File: config.mk
export PLATFORM = sky130hd
export DESIGN_NAME = string_find_and_replace_core
export DESIGN_NICKNAME = d
export VERILOG_FILES = /design/src/rtl/sfr_pkg.sv /design/src/rtl/string_find_and_replace_core.sv /design/src/rtl/sfr_datapath.sv /design/src/rtl/sfr_controller.sv
export SDC_FILE = /design/constraint.sdc
export NUM_CORES = 1
export LEC_CHECK = 0
export BUFFER_PORTS_ARGS = -buffer_cell sky130_fd_sc_hd__buf_2
export CORE_MARGIN = 4
export CORE_UTILIZATION = 61
export DETAILED_ROUTE_END_ITERATION = 16
export PLACE_DENSITY = 0.81
export REMOVE_ABC_BUFFERS = 1
export SYNTH_ARGS = -nofsm -noshare
export SYNTH_HDL_FRONTEND = slang
export SYNTH_HIERARCHICAL = 1
export SYNTH_SLANG_ARGS = --single-unit
File: constraint.sdc
create_clock -name i_clk -period 6.9 [get_ports i_clk]
set_input_delay 1.725 -clock i_clk [delete_from_list [all_inputs] [get_ports i_clk]]
set_output_delay 1.725 -clock i_clk [all_outputs]
set_load 0.02 [all_outputs]
File: src/rtl/sfr_pkg.sv
// Package with the shared types, register indexes and helpers of the find-and-replace core.
package sfr_pkg;

    // Byte lanes carried by the key and replacement text registers.
    localparam int TEXT_BYTES = 8;
    localparam int CFG_IDX_W  = 3;

    // Configuration register indexes.
    localparam logic [CFG_IDX_W-1:0] CFG_KEY_TEXT   = 3'd0;
    localparam logic [CFG_IDX_W-1:0] CFG_KEY_LENGTH = 3'd1;
    localparam logic [CFG_IDX_W-1:0] CFG_REPL_TEXT  = 3'd2;
    localparam logic [CFG_IDX_W-1:0] CFG_REPL_LENGTH = 3'd3;
    localparam logic [CFG_IDX_W-1:0] CFG_CAPACITY   = 3'd4;

    typedef logic [7:0] t_byte;

    // Input item: one source character or the string terminator.
    typedef struct packed {
        t_byte source_byte;
        logic  end_of_string;
    } t_in_item;

    // Result item: one emitted character or the end marker.
    typedef struct packed {
        t_byte output_byte;
        logic  has_byte;
        logic  is_last;
    } t_out_item;

    // Datapath operations issued by the controller.
    typedef enum logic [2:0] {
        OP_NONE,
        OP_PUSH,
        OP_MATCH_CLEAR,
        OP_SHIFT_EMIT,
        OP_REPL_EMIT,
        OP_FLUSH_EMIT,
        OP_LAST
    } t_dp_op;

    // Datapath status seen by the controller.
    typedef struct packed {
        logic near_full;
        logic match;
        logic fill_zero;
        logic repl_zero;
        logic repl_done;
        logic out_free;
    } t_dp_status;

    // Controller states.
    typedef enum logic [1:0] {
        ST_IDLE,
        ST_REPL,
        ST_FLUSH
    } t_ctl_state;

    // Byte idx of a text register; lanes past the register read as zero.
    function automatic t_byte text_byte(input logic [8*TEXT_BYTES-1:0] text,
                                        input logic [4:0] idx);
        t_byte b;
        b = '0;
        if (idx < 5'(TEXT_BYTES)) begin
            b = text[8*idx +: 8];
        end
        return b;
    endfunction

endpackage

File: src/rtl/string_find_and_replace_core.sv
// Top level of the streaming find-and-replace core.
//
// The core takes one source byte per transfer and replaces every greedy, left-to-right,
// non-overlapping occurrence of the key with the replacement text. A byte that does not
// complete a match, or that completes a mismatch, is taken while the output register is free,
// so plain text streams at one byte per cycle. A byte that completes a match is followed by
// the replacement, sent from the sequencer one byte per cycle through the single output
// register while that register is free. A terminator starts the flush: the window is sent
// one byte per cycle while the output register is free, and then the end marker is sent.
// Each result transfer that is held up by the consumer stalls the core. At most
// result_capacity - 1 bytes are sent per string; later bytes are dropped and only the end
// marker follows. Configuration writes are always accepted and must be made while the core
// is idle; writing key_length discards any pending window bytes.
module string_find_and_replace_core #(
    parameter int KEY_MAX  = 8,
    parameter int REPL_MAX = 8
) (
    input  logic                            i_clk,
    input  logic                            i_rst_n,
    input  logic                            i_cfg_valid,
    output logic                            o_cfg_ready,
    input  logic [sfr_pkg::CFG_IDX_W-1:0]   i_cfg_index,
    input  logic [63:0]                     i_cfg_data,
    input  logic                            i_in_valid,
    output logic                            o_in_ready,
    input  sfr_pkg::t_in_item               i_in,
    output logic                            o_out_valid,
    input  logic                            i_out_ready,
    output sfr_pkg::t_out_item              o_out
);
    import sfr_pkg::*;

    t_dp_op     s_op;
    t_dp_status s_status;

    assign o_cfg_ready = 1'b1;

    // Sequencing of window, replacement and flush operations.
    sfr_controller u_controller (
        .i_clk      (i_clk),
        .i_rst_n    (i_rst_n),
        .i_in_valid (i_in_valid),
        .i_in_eos   (i_in.end_of_string),
        .o_in_ready (o_in_ready),
        .i_status   (s_status),
        .o_op       (s_op)
    );

    // Registers, window compare and output register.
    sfr_datapath #(
        .KEY_MAX  (KEY_MAX),
        .REPL_MAX (REPL_MAX)
    ) u_datapath (
        .i_clk       (i_clk),
        .i_rst_n     (i_rst_n),
        .i_cfg_we    (i_cfg_valid && o_cfg_ready),
        .i_cfg_index (i_cfg_index),
        .i_cfg_data  (i_cfg_data),
        .i_in        (i_in),
        .i_op        (s_op),
        .o_status    (s_status),
        .o_out_valid (o_out_valid),
        .i_out_ready (i_out_ready),
        .o_out       (o_out)
    );

    // A terminator transfer starts the flush, so no input is taken in the next cycle.
    a_eos_blocks_input: assert property (@(posedge i_clk) disable iff (!i_rst_n)
        (i_in_valid && o_in_ready && i_in.end_of_string) |=> !o_in_ready)
        else $error("input accepted right after a terminator");

    // Sequencer results are only issued when the output register can take them.
    a_emit_needs_room: assert property (@(posedge i_clk) disable iff (!i_rst_n)
        (s_op == OP_REPL_EMIT || s_op == OP_FLUSH_EMIT || s_op == OP_LAST ||
         s_op == OP_SHIFT_EMIT) |-> s_status.out_free)
        else $error("result issued while output register is occupied");

    // An end marker never carries a character.
    a_marker_shape: assert property (@(posedge i_clk) disable iff (!i_rst_n)
        (o_out_valid && o_out.is_last) |-> (!o_out.has_byte && o_out.output_byte == 8'd0))
        else $error("end marker carries a character");

endmodule

File: src/rtl/sfr_datapath.sv
// Datapath of the find-and-replace core: registers, window, compare and output register.
module sfr_datapath #(
    parameter int KEY_MAX  = 8,
    parameter int REPL_MAX = 8
) (
    input  logic                            i_clk,
    input  logic                            i_rst_n,
    input  logic                            i_cfg_we,
    input  logic [sfr_pkg::CFG_IDX_W-1:0]   i_cfg_index,
    input  logic [63:0]                     i_cfg_data,
    input  sfr_pkg::t_in_item               i_in,
    input  sfr_pkg::t_dp_op                 i_op,
    output sfr_pkg::t_dp_status             o_status,
    output logic                            o_out_valid,
    input  logic                            i_out_ready,
    output sfr_pkg::t_out_item              o_out
);
    import sfr_pkg::*;

    localparam int KLEN_W = $clog2(KEY_MAX + 1);
    localparam int IDX_W  = (REPL_MAX > 1) ? $clog2(REPL_MAX) : 1;

    // Configuration registers.
    logic [63:0] r_key_text;
    logic [3:0]  r_key_length;
    logic [63:0] r_repl_text;
    logic [3:0]  r_repl_length;
    logic [15:0] r_capacity;

    // Working state.
    t_byte             r_win [KEY_MAX];
    logic [KLEN_W-1:0] r_fill;
    logic [15:0]       r_emitted;
    logic [IDX_W-1:0]  r_idx;
    logic              r_out_valid;
    t_out_item         r_out;

    logic [5:0] key_len_eff;
    logic [5:0] repl_len_eff;
    t_byte      cand [KEY_MAX];
    t_byte      nxt_shift [KEY_MAX];
    t_byte      nxt_flush [KEY_MAX];
    logic [KEY_MAX-1:0] lane_ok;
    logic       near_full;
    logic       match;
    logic       can_emit;
    logic       out_free;
    t_byte      repl_byte;
    logic       emit_req;
    logic       emit_byte;
    t_out_item  emit_item;

    // Effective key and replacement lengths after clamping.
    always_comb begin
        key_len_eff = {2'b00, r_key_length};
        if (key_len_eff == 6'd0) begin
            key_len_eff = 6'd1;
        end
        if (key_len_eff > 6'(KEY_MAX)) begin
            key_len_eff = 6'(KEY_MAX);
        end
        repl_len_eff = {2'b00, r_repl_length};
        if (repl_len_eff > 6'(REPL_MAX)) begin
            repl_len_eff = 6'(REPL_MAX);
        end
    end

    // Per-lane view of the window with the incoming byte placed at the fill point.
    for (genvar j = 0; j < KEY_MAX; j++) begin : g_lane
        assign cand[j] = (j == int'(r_fill)) ? i_in.source_byte : r_win[j];
        assign lane_ok[j] = (6'(j) >= key_len_eff) ||
                            (cand[j] == text_byte(r_key_text, 5'(j)));
        if (j < KEY_MAX - 1) begin : g_up
            assign nxt_shift[j] = cand[j+1];
            assign nxt_flush[j] = r_win[j+1];
        end else begin : g_top
            assign nxt_shift[j] = r_win[j];
            assign nxt_flush[j] = r_win[j];
        end
    end

    assign near_full = (6'(r_fill) + 6'd1) >= key_len_eff;
    assign match     = &lane_ok;
    assign can_emit  = ({1'b0, r_emitted} + 17'd1) < {1'b0, r_capacity};
    assign out_free  = !r_out_valid || i_out_ready;
    assign repl_byte = text_byte(r_repl_text, 5'(r_idx));

    // Status toward the controller.
    always_comb begin
        o_status.near_full = near_full;
        o_status.match     = match;
        o_status.fill_zero = (r_fill == '0);
        o_status.repl_zero = (repl_len_eff == 6'd0);
        o_status.repl_done = ((6'(r_idx) + 6'd1) == repl_len_eff);
        o_status.out_free  = out_free;
    end

    // Result selection for the current operation; bytes past capacity are dropped.
    always_comb begin
        emit_item.output_byte = '0;
        emit_item.has_byte    = 1'b1;
        emit_item.is_last     = 1'b0;
        emit_byte             = 1'b0;
        emit_req              = 1'b0;
        case (i_op)
            OP_SHIFT_EMIT: begin
                emit_item.output_byte = cand[0];
                emit_byte             = can_emit;
            end
            OP_REPL_EMIT: begin
                emit_item.output_byte = repl_byte;
                emit_byte             = can_emit;
            end
            OP_FLUSH_EMIT: begin
                emit_item.output_byte = r_win[0];
                emit_byte             = can_emit;
            end
            OP_LAST: begin
                emit_item.has_byte = 1'b0;
                emit_item.is_last  = 1'b1;
                emit_req           = 1'b1;
            end
            default: begin
                emit_byte = 1'b0;
            end
        endcase
        if (emit_byte) begin
            emit_req = 1'b1;
        end
    end

    // Configuration and control registers.
    always_ff @(posedge i_clk) begin
        if (!i_rst_n) begin
            r_key_text    <= '0;
            r_key_length  <= 4'd1;
            r_repl_text   <= '0;
            r_repl_length <= 4'd0;
            r_capacity    <= 16'hFFFF;
            r_fill        <= '0;
            r_emitted     <= '0;
            r_idx         <= '0;
            r_out_valid   <= 1'b0;
        end else begin
            // A new key length discards the pending window.
            if (i_cfg_we && (i_cfg_index == CFG_KEY_LENGTH)) begin
                r_fill <= '0;
            end else begin
                case (i_op)
                    OP_PUSH:        r_fill <= r_fill + 1'b1;
                    OP_MATCH_CLEAR: r_fill <= '0;
                    OP_FLUSH_EMIT:  r_fill <= r_fill - 1'b1;
                    OP_LAST:        r_fill <= '0;
                    default:        r_fill <= r_fill;
                endcase
            end

            if (i_op == OP_LAST) begin
                r_emitted <= '0;
            end else if (emit_byte) begin
                r_emitted <= r_emitted + 16'd1;
            end

            if (i_op == OP_MATCH_CLEAR) begin
                r_idx <= '0;
            end else if (i_op == OP_REPL_EMIT) begin
                r_idx <= r_idx + 1'b1;
            end

            if (emit_req) begin
                r_out_valid <= 1'b1;
            end else if (i_out_ready) begin
                r_out_valid <= 1'b0;
            end

            if (i_cfg_we) begin
                case (i_cfg_index)
                    CFG_KEY_TEXT:    r_key_text <= i_cfg_data;
                    CFG_KEY_LENGTH:  r_key_length <= i_cfg_data[3:0];
                    CFG_REPL_TEXT:   r_repl_text <= i_cfg_data;
                    CFG_REPL_LENGTH: r_repl_length <= i_cfg_data[3:0];
                    CFG_CAPACITY:    r_capacity <= i_cfg_data[15:0];
                    default:         r_capacity <= r_capacity;
                endcase
            end
        end
    end

    // Window lanes and output payload.
    always_ff @(posedge i_clk) begin
        for (int j = 0; j < KEY_MAX; j++) begin
            case (i_op)
                OP_PUSH: begin
                    if (j == int'(r_fill)) begin
                        r_win[j] <= i_in.source_byte;
                    end
                end
                OP_SHIFT_EMIT: r_win[j] <= nxt_shift[j];
                OP_FLUSH_EMIT: r_win[j] <= nxt_flush[j];
                default:       r_win[j] <= r_win[j];
            endcase
        end
        if (emit_req) begin
            r_out <= emit_item;
        end
    end

    assign o_out_valid = r_out_valid;
    assign o_out       = r_out;

endmodule

File: src/rtl/sfr_controller.sv
// Controller state machine of the find-and-replace core.
module sfr_controller (
    input  logic                 i_clk,
    input  logic                 i_rst_n,
    input  logic                 i_in_valid,
    input  logic                 i_in_eos,
    output logic                 o_in_ready,
    input  sfr_pkg::t_dp_status  i_status,
    output sfr_pkg::t_dp_op      o_op
);
    import sfr_pkg::*;

    t_ctl_state r_state;
    t_ctl_state n_state;

    // State register.
    always_ff @(posedge i_clk) begin
        if (!i_rst_n) begin
            r_state <= ST_IDLE;
        end else begin
            r_state <= n_state;
        end
    end

    // Next state and datapath operation.
    always_comb begin
        n_state    = r_state;
        o_op       = OP_NONE;
        o_in_ready = 1'b0;
        case (r_state)
            ST_IDLE: begin
                o_in_ready = i_status.out_free;
                if (i_in_valid && i_status.out_free) begin
                    if (i_in_eos) begin
                        n_state = ST_FLUSH;
                    end else if (!i_status.near_full) begin
                        o_op = OP_PUSH;
                    end else if (i_status.match) begin
                        o_op = OP_MATCH_CLEAR;
                        if (!i_status.repl_zero) begin
                            n_state = ST_REPL;
                        end
                    end else begin
                        o_op = OP_SHIFT_EMIT;
                    end
                end
            end
            ST_REPL: begin
                if (i_status.out_free) begin
                    o_op = OP_REPL_EMIT;
                    if (i_status.repl_done) begin
                        n_state = ST_IDLE;
                    end
                end
            end
            ST_FLUSH: begin
                if (i_status.out_free) begin
                    if (i_status.fill_zero) begin
                        o_op    = OP_LAST;
                        n_state = ST_IDLE;
                    end else begin
                        o_op = OP_FLUSH_EMIT;
                    end
                end
            end
            default: begin
                n_state = ST_IDLE;
            end
        endcase
    end

endmodule
==> impl_results.md <==
- PwrDens: between 200 and 250 nW/µm²
- Drt drc: 0
- Worst vdd ir: between 0.15 and 0.2 mV
- TritonRoute pass-1 iters: 6
- Avg Cell Area, Syn: 8.78 µm²
- Layout cells sized above 1: roughly 15%
- DRT iter0 DRCs: roughly 1,300
- Reg2reg path depth: 18
- Final wirelength: between 30,000 and 40,000 µm
- Vias per inst: ~6.3
- Total gr overflow: 0
- TritonCTS buffer count: 26
- Synthesis-to-layout area growth: 10.4%
- Critical path cell sequence: buf_2 > inv_1 > o22ai_1 > nor4_1 > a221oi_1 > a21oi_1 > nand4_1 > nand3_1 > and4_1 > and2_1 > or4b_4 > a21oi_2 > buf_4 > nand2_4 > a221oi_4 > nand2_2 > or2_1 > nand2_1
- Netlist cell types: 82
- Final core utilization: 68.6%
- FP Rows: between 50 and 60
- Most frequent cells in the layout: nand2_1, a21oi_1, dfxtp_1
- GRT Max-Usage Layer: met2
- Filler Cells Inserted: between 1,500 and 2,000
- Worst reg2reg endpoint: u_datapath/o_out[2]
- Tot GR Track Use: a little under a third
- Post-synth EDFFs: 74
- Gate Count Post-Synth: ~1,500
- First-pass GRT wire length: 59,900 µm
- Post-CTS Resized: 0
- Pin count of the biggest net entering global routing: between 90 and 100
- FMAX: 174 MHz
- Crit-path max FO: 22
- IO Count: 94
- Sw frac: 25.4%
- CP top delay family: simple AND/OR/NAND/NOR gates
- Cell area after layout: 14,500 µm²
- CP Capture Type: flip-flop
- Final setup violation count: 0
- Global-route track usage on met3: 5.74%
- Sequential share of power: between 40 and 50%
- Worst Path Arrival: 5.93 ns
- Setup TNS Final: 0 ns
- FF+latch count, synth: around 250
- Clock network power share: 41.6%
- Antenna cells: 0
- Clk slew on worst S/H paths: roughly 0.06 ns
- Most common cell after layout, fill and taps aside: nand2_1
- Worst path depth: 18
- Min-Delay Path Depth: 2
- Met1 GRT Util: 40.8%
- Vias in the first global route: approximately 11,000
- CTS tree: built
- Reg-to-reg slack, setup: approximately 1.3 ns
- Port bufs: 92
- Sequential area share after synthesis: between 40 and 50%
- P_leak: 5.55 nW
- Warnings from Yosys: 6
- Wire per inst: 21.1 µm
- Post-route ant nets: 0
- Clock skew: 0.0251 ns
- Core footprint: ~21,000 µm²
- Worst-Skew Late Latency: 0.55 ns
- Slowest library cell on the worst path: or4b_4
- Worst Path Required: ~7.1 ns
- Buf/Inv on CP: 3
- RSZ-0062 raised after global routing: no
- Routability congestion estimate: 0.967
- Cell-internal power: 2.59 mW
- Min Hold Slack: between 0.4 and 0.5 ns
- Asr flop ratio synth: 0%
- Placed cell area: roughly 14,000 µm²
- Final period util: 83.3%
- M2 GR Usage: around half
- RR Startpoint: u_datapath/r_fill[0]
- Worst hold path class: reg -> reg
- Sw Pwr: around 0.88 mW
- Status: complete, no violations
- Critical Path Max Stage Delay: ~0.48 ns
- Startpoint types: input port
- Clock root cell: clkbuf_16
- Max_slew headroom: a little over a quarter
- MaxCap Viol Count: 0
- Design Power: 3.46 mW
- Hold Path Origin: u_datapath/r_repl_text[54]
- Hold buffer count at CTS: 0
- Die Y: roughly 150 µm
- Worst Hold Endpoint: u_datapath/r_repl_text[54]
- Logic pwr share: a little under an eighth
- CTS Buffer Depth: 3
- Ys flop type: dfxtp_1
- Worst-Margin Slew: 1.09 ns
- Max Slew Vio Count: 0
- Crit path kind: in -> reg
- Nets: ~1,600
- Vias: 11,500
- Die X: 155 µm
- Setup repair bufs after CTS: 0
- Sink Count: around 250
- Min cycle time layout: 5.75 ns
- Final HPWL DP: ~27,000 µm
- DIE AREA: about 24,000 µm²
- Mapped Area: ~13,000 µm²
- Starting Density: 62.1%
- Antenna violations before repair: 0
- H-tree depth: 1
- Fin. Hold Viols: 0
[routing by layer]
metal  wire (µm)  part of all wire [%]
met5           0                     0
met4        2410                   6.3
met3        3600                   9.4
met2       17500                    45
met1       15000                    39
[cell families after synthesis]
logic type               share of synthesized area (%)
AND/OR/NAND/NOR                                   17.5
AO/OA/AOI/OAI                                     16.9
flip-flops                                        44.2
buffers and inverters                             5.57
multiplexers                                      10.3
XOR/XNOR                                          2.81
adder cells (fa/ha/maj)                           2.73
other                                           0.0286
[cells in the mapped netlist, drive strengths merged (3+ instances only)]
cell / count / area, µm²
a21boi: 3 / 22.5
a211oi: 8 / 60.1
o221ai: 9 / 78.8
nand3b: 4 / 46.3
nand3: 19 / 100
and2: 11 / 68.8
and3: 5 / 31.3
ha: 27 / 338
o211ai: 20 / 150
mux4: 16 / 360
clkbuf: 68 / 255
nor3b: 3 / 27.5
a222oi: 4 / 40.0
xnor2: 23 / 201
or2: 3 / 18.8
a21o: 5 / 37.5
nand4: 6 / 37.5
nor2: 65 / 260
mux2: 41 / 462
nand2: 351 / 1340
o21a: 4 / 30.0
o22ai: 41 / 257
mux2i: 52 / 524
a31oi: 9 / 56.3
edfxtp: 74 / 2220
xor2: 19 / 166
nor2b: 6 / 45.0
or4: 3 / 22.5
a21oi: 191 / 960
buf: 29 / 193
dfxtp: 178 / 3560
a22oi: 9 / 67.6
o2111ai: 3 / 26.3
a2111oi: 4 / 41.3
nor4: 7 / 50.1
a221oi: 7 / 85.1
or3: 6 / 37.5
o21ai: 44 / 220
inv: 75 / 282
nand2b: 12 / 75.1
nor3: 8 / 45.0
[metrics by stage]
step	std cells	worst slack, ns
after floorplan	1395	1.08
after global placement	1775	0.880
after detailed placement	1775	0.712
after CTS	1822	1.25
after global routing	1822	0.881
final	1822	1.15
[layout make-up]
type                    count  area [µm²]  area share, %
flip-flops and latches    252        5790           40.0
clock buffers              34         731           5.05
inverters                  75         284           1.96
clock inverters            13         159           1.10
well taps                 275         344           2.38
repair buffers            105         558           3.86
multi-input cells        1068        6600           45.6
[power by group through the flow]
stage               sequential (mW)  clock [mW]  combinational (mW)
finish                         1.63        1.44               0.391
global route                   1.63        1.52               0.425
CTS                            1.63        1.46               0.386
detailed placement             1.66           0               0.382
global placement               1.66           0               0.375
floorplan                      1.66           0               0.234
[flip-flops by register name, summed over array words and instances, names as in the netlist]
| signal | flops |
|---|---|
| u_datapath/r_emitted | 16 |
| u_datapath/r_key_length | 4 |
| u_datapath/o_out | 10 |
| u_datapath/r_key_text | 64 |
| u_datapath/r_capacity | 16 |
| u_datapath/r_win | 64 |
| u_datapath/r_repl_length | 4 |
| u_datapath/r_fill | 4 |
| u_datapath/r_idx | 3 |
| u_controller/r_state | 2 |
| u_datapath/r_repl_text | 64 |
| u_datapath/o_out_valid | 1 |
[worst reg2reg max path, delay by kind of cell, from the launching register on]
family          cells  cell delay [ns]
simple gates       10             2.98
compound gates      4             0.70
flops               1             0.53
fa+ha+maj           1             0.30
mux                 1             0.30
buf+inv             1             0.28
xor+xnor            1             0.14
[worst max-delay path by stage]
stage | slack, ns | from | to
after CTS | 1.25 | i_in[6] | u_datapath/o_out[4]
final | 1.15 | i_in[7] | u_datapath/o_out[2]
after floorplan | 1.08 | i_in[5] | u_datapath/r_fill[3]
after detailed placement | 0.71 | i_in[7] | u_datapath/o_out[4]
after global routing | 0.88 | u_datapath/r_fill[0] | u_datapath/o_out[4]
after global placement | 0.88 | i_in[6] | u_datapath/o_out[2]
No activity file was read; power rests on OpenSTA's default activity.
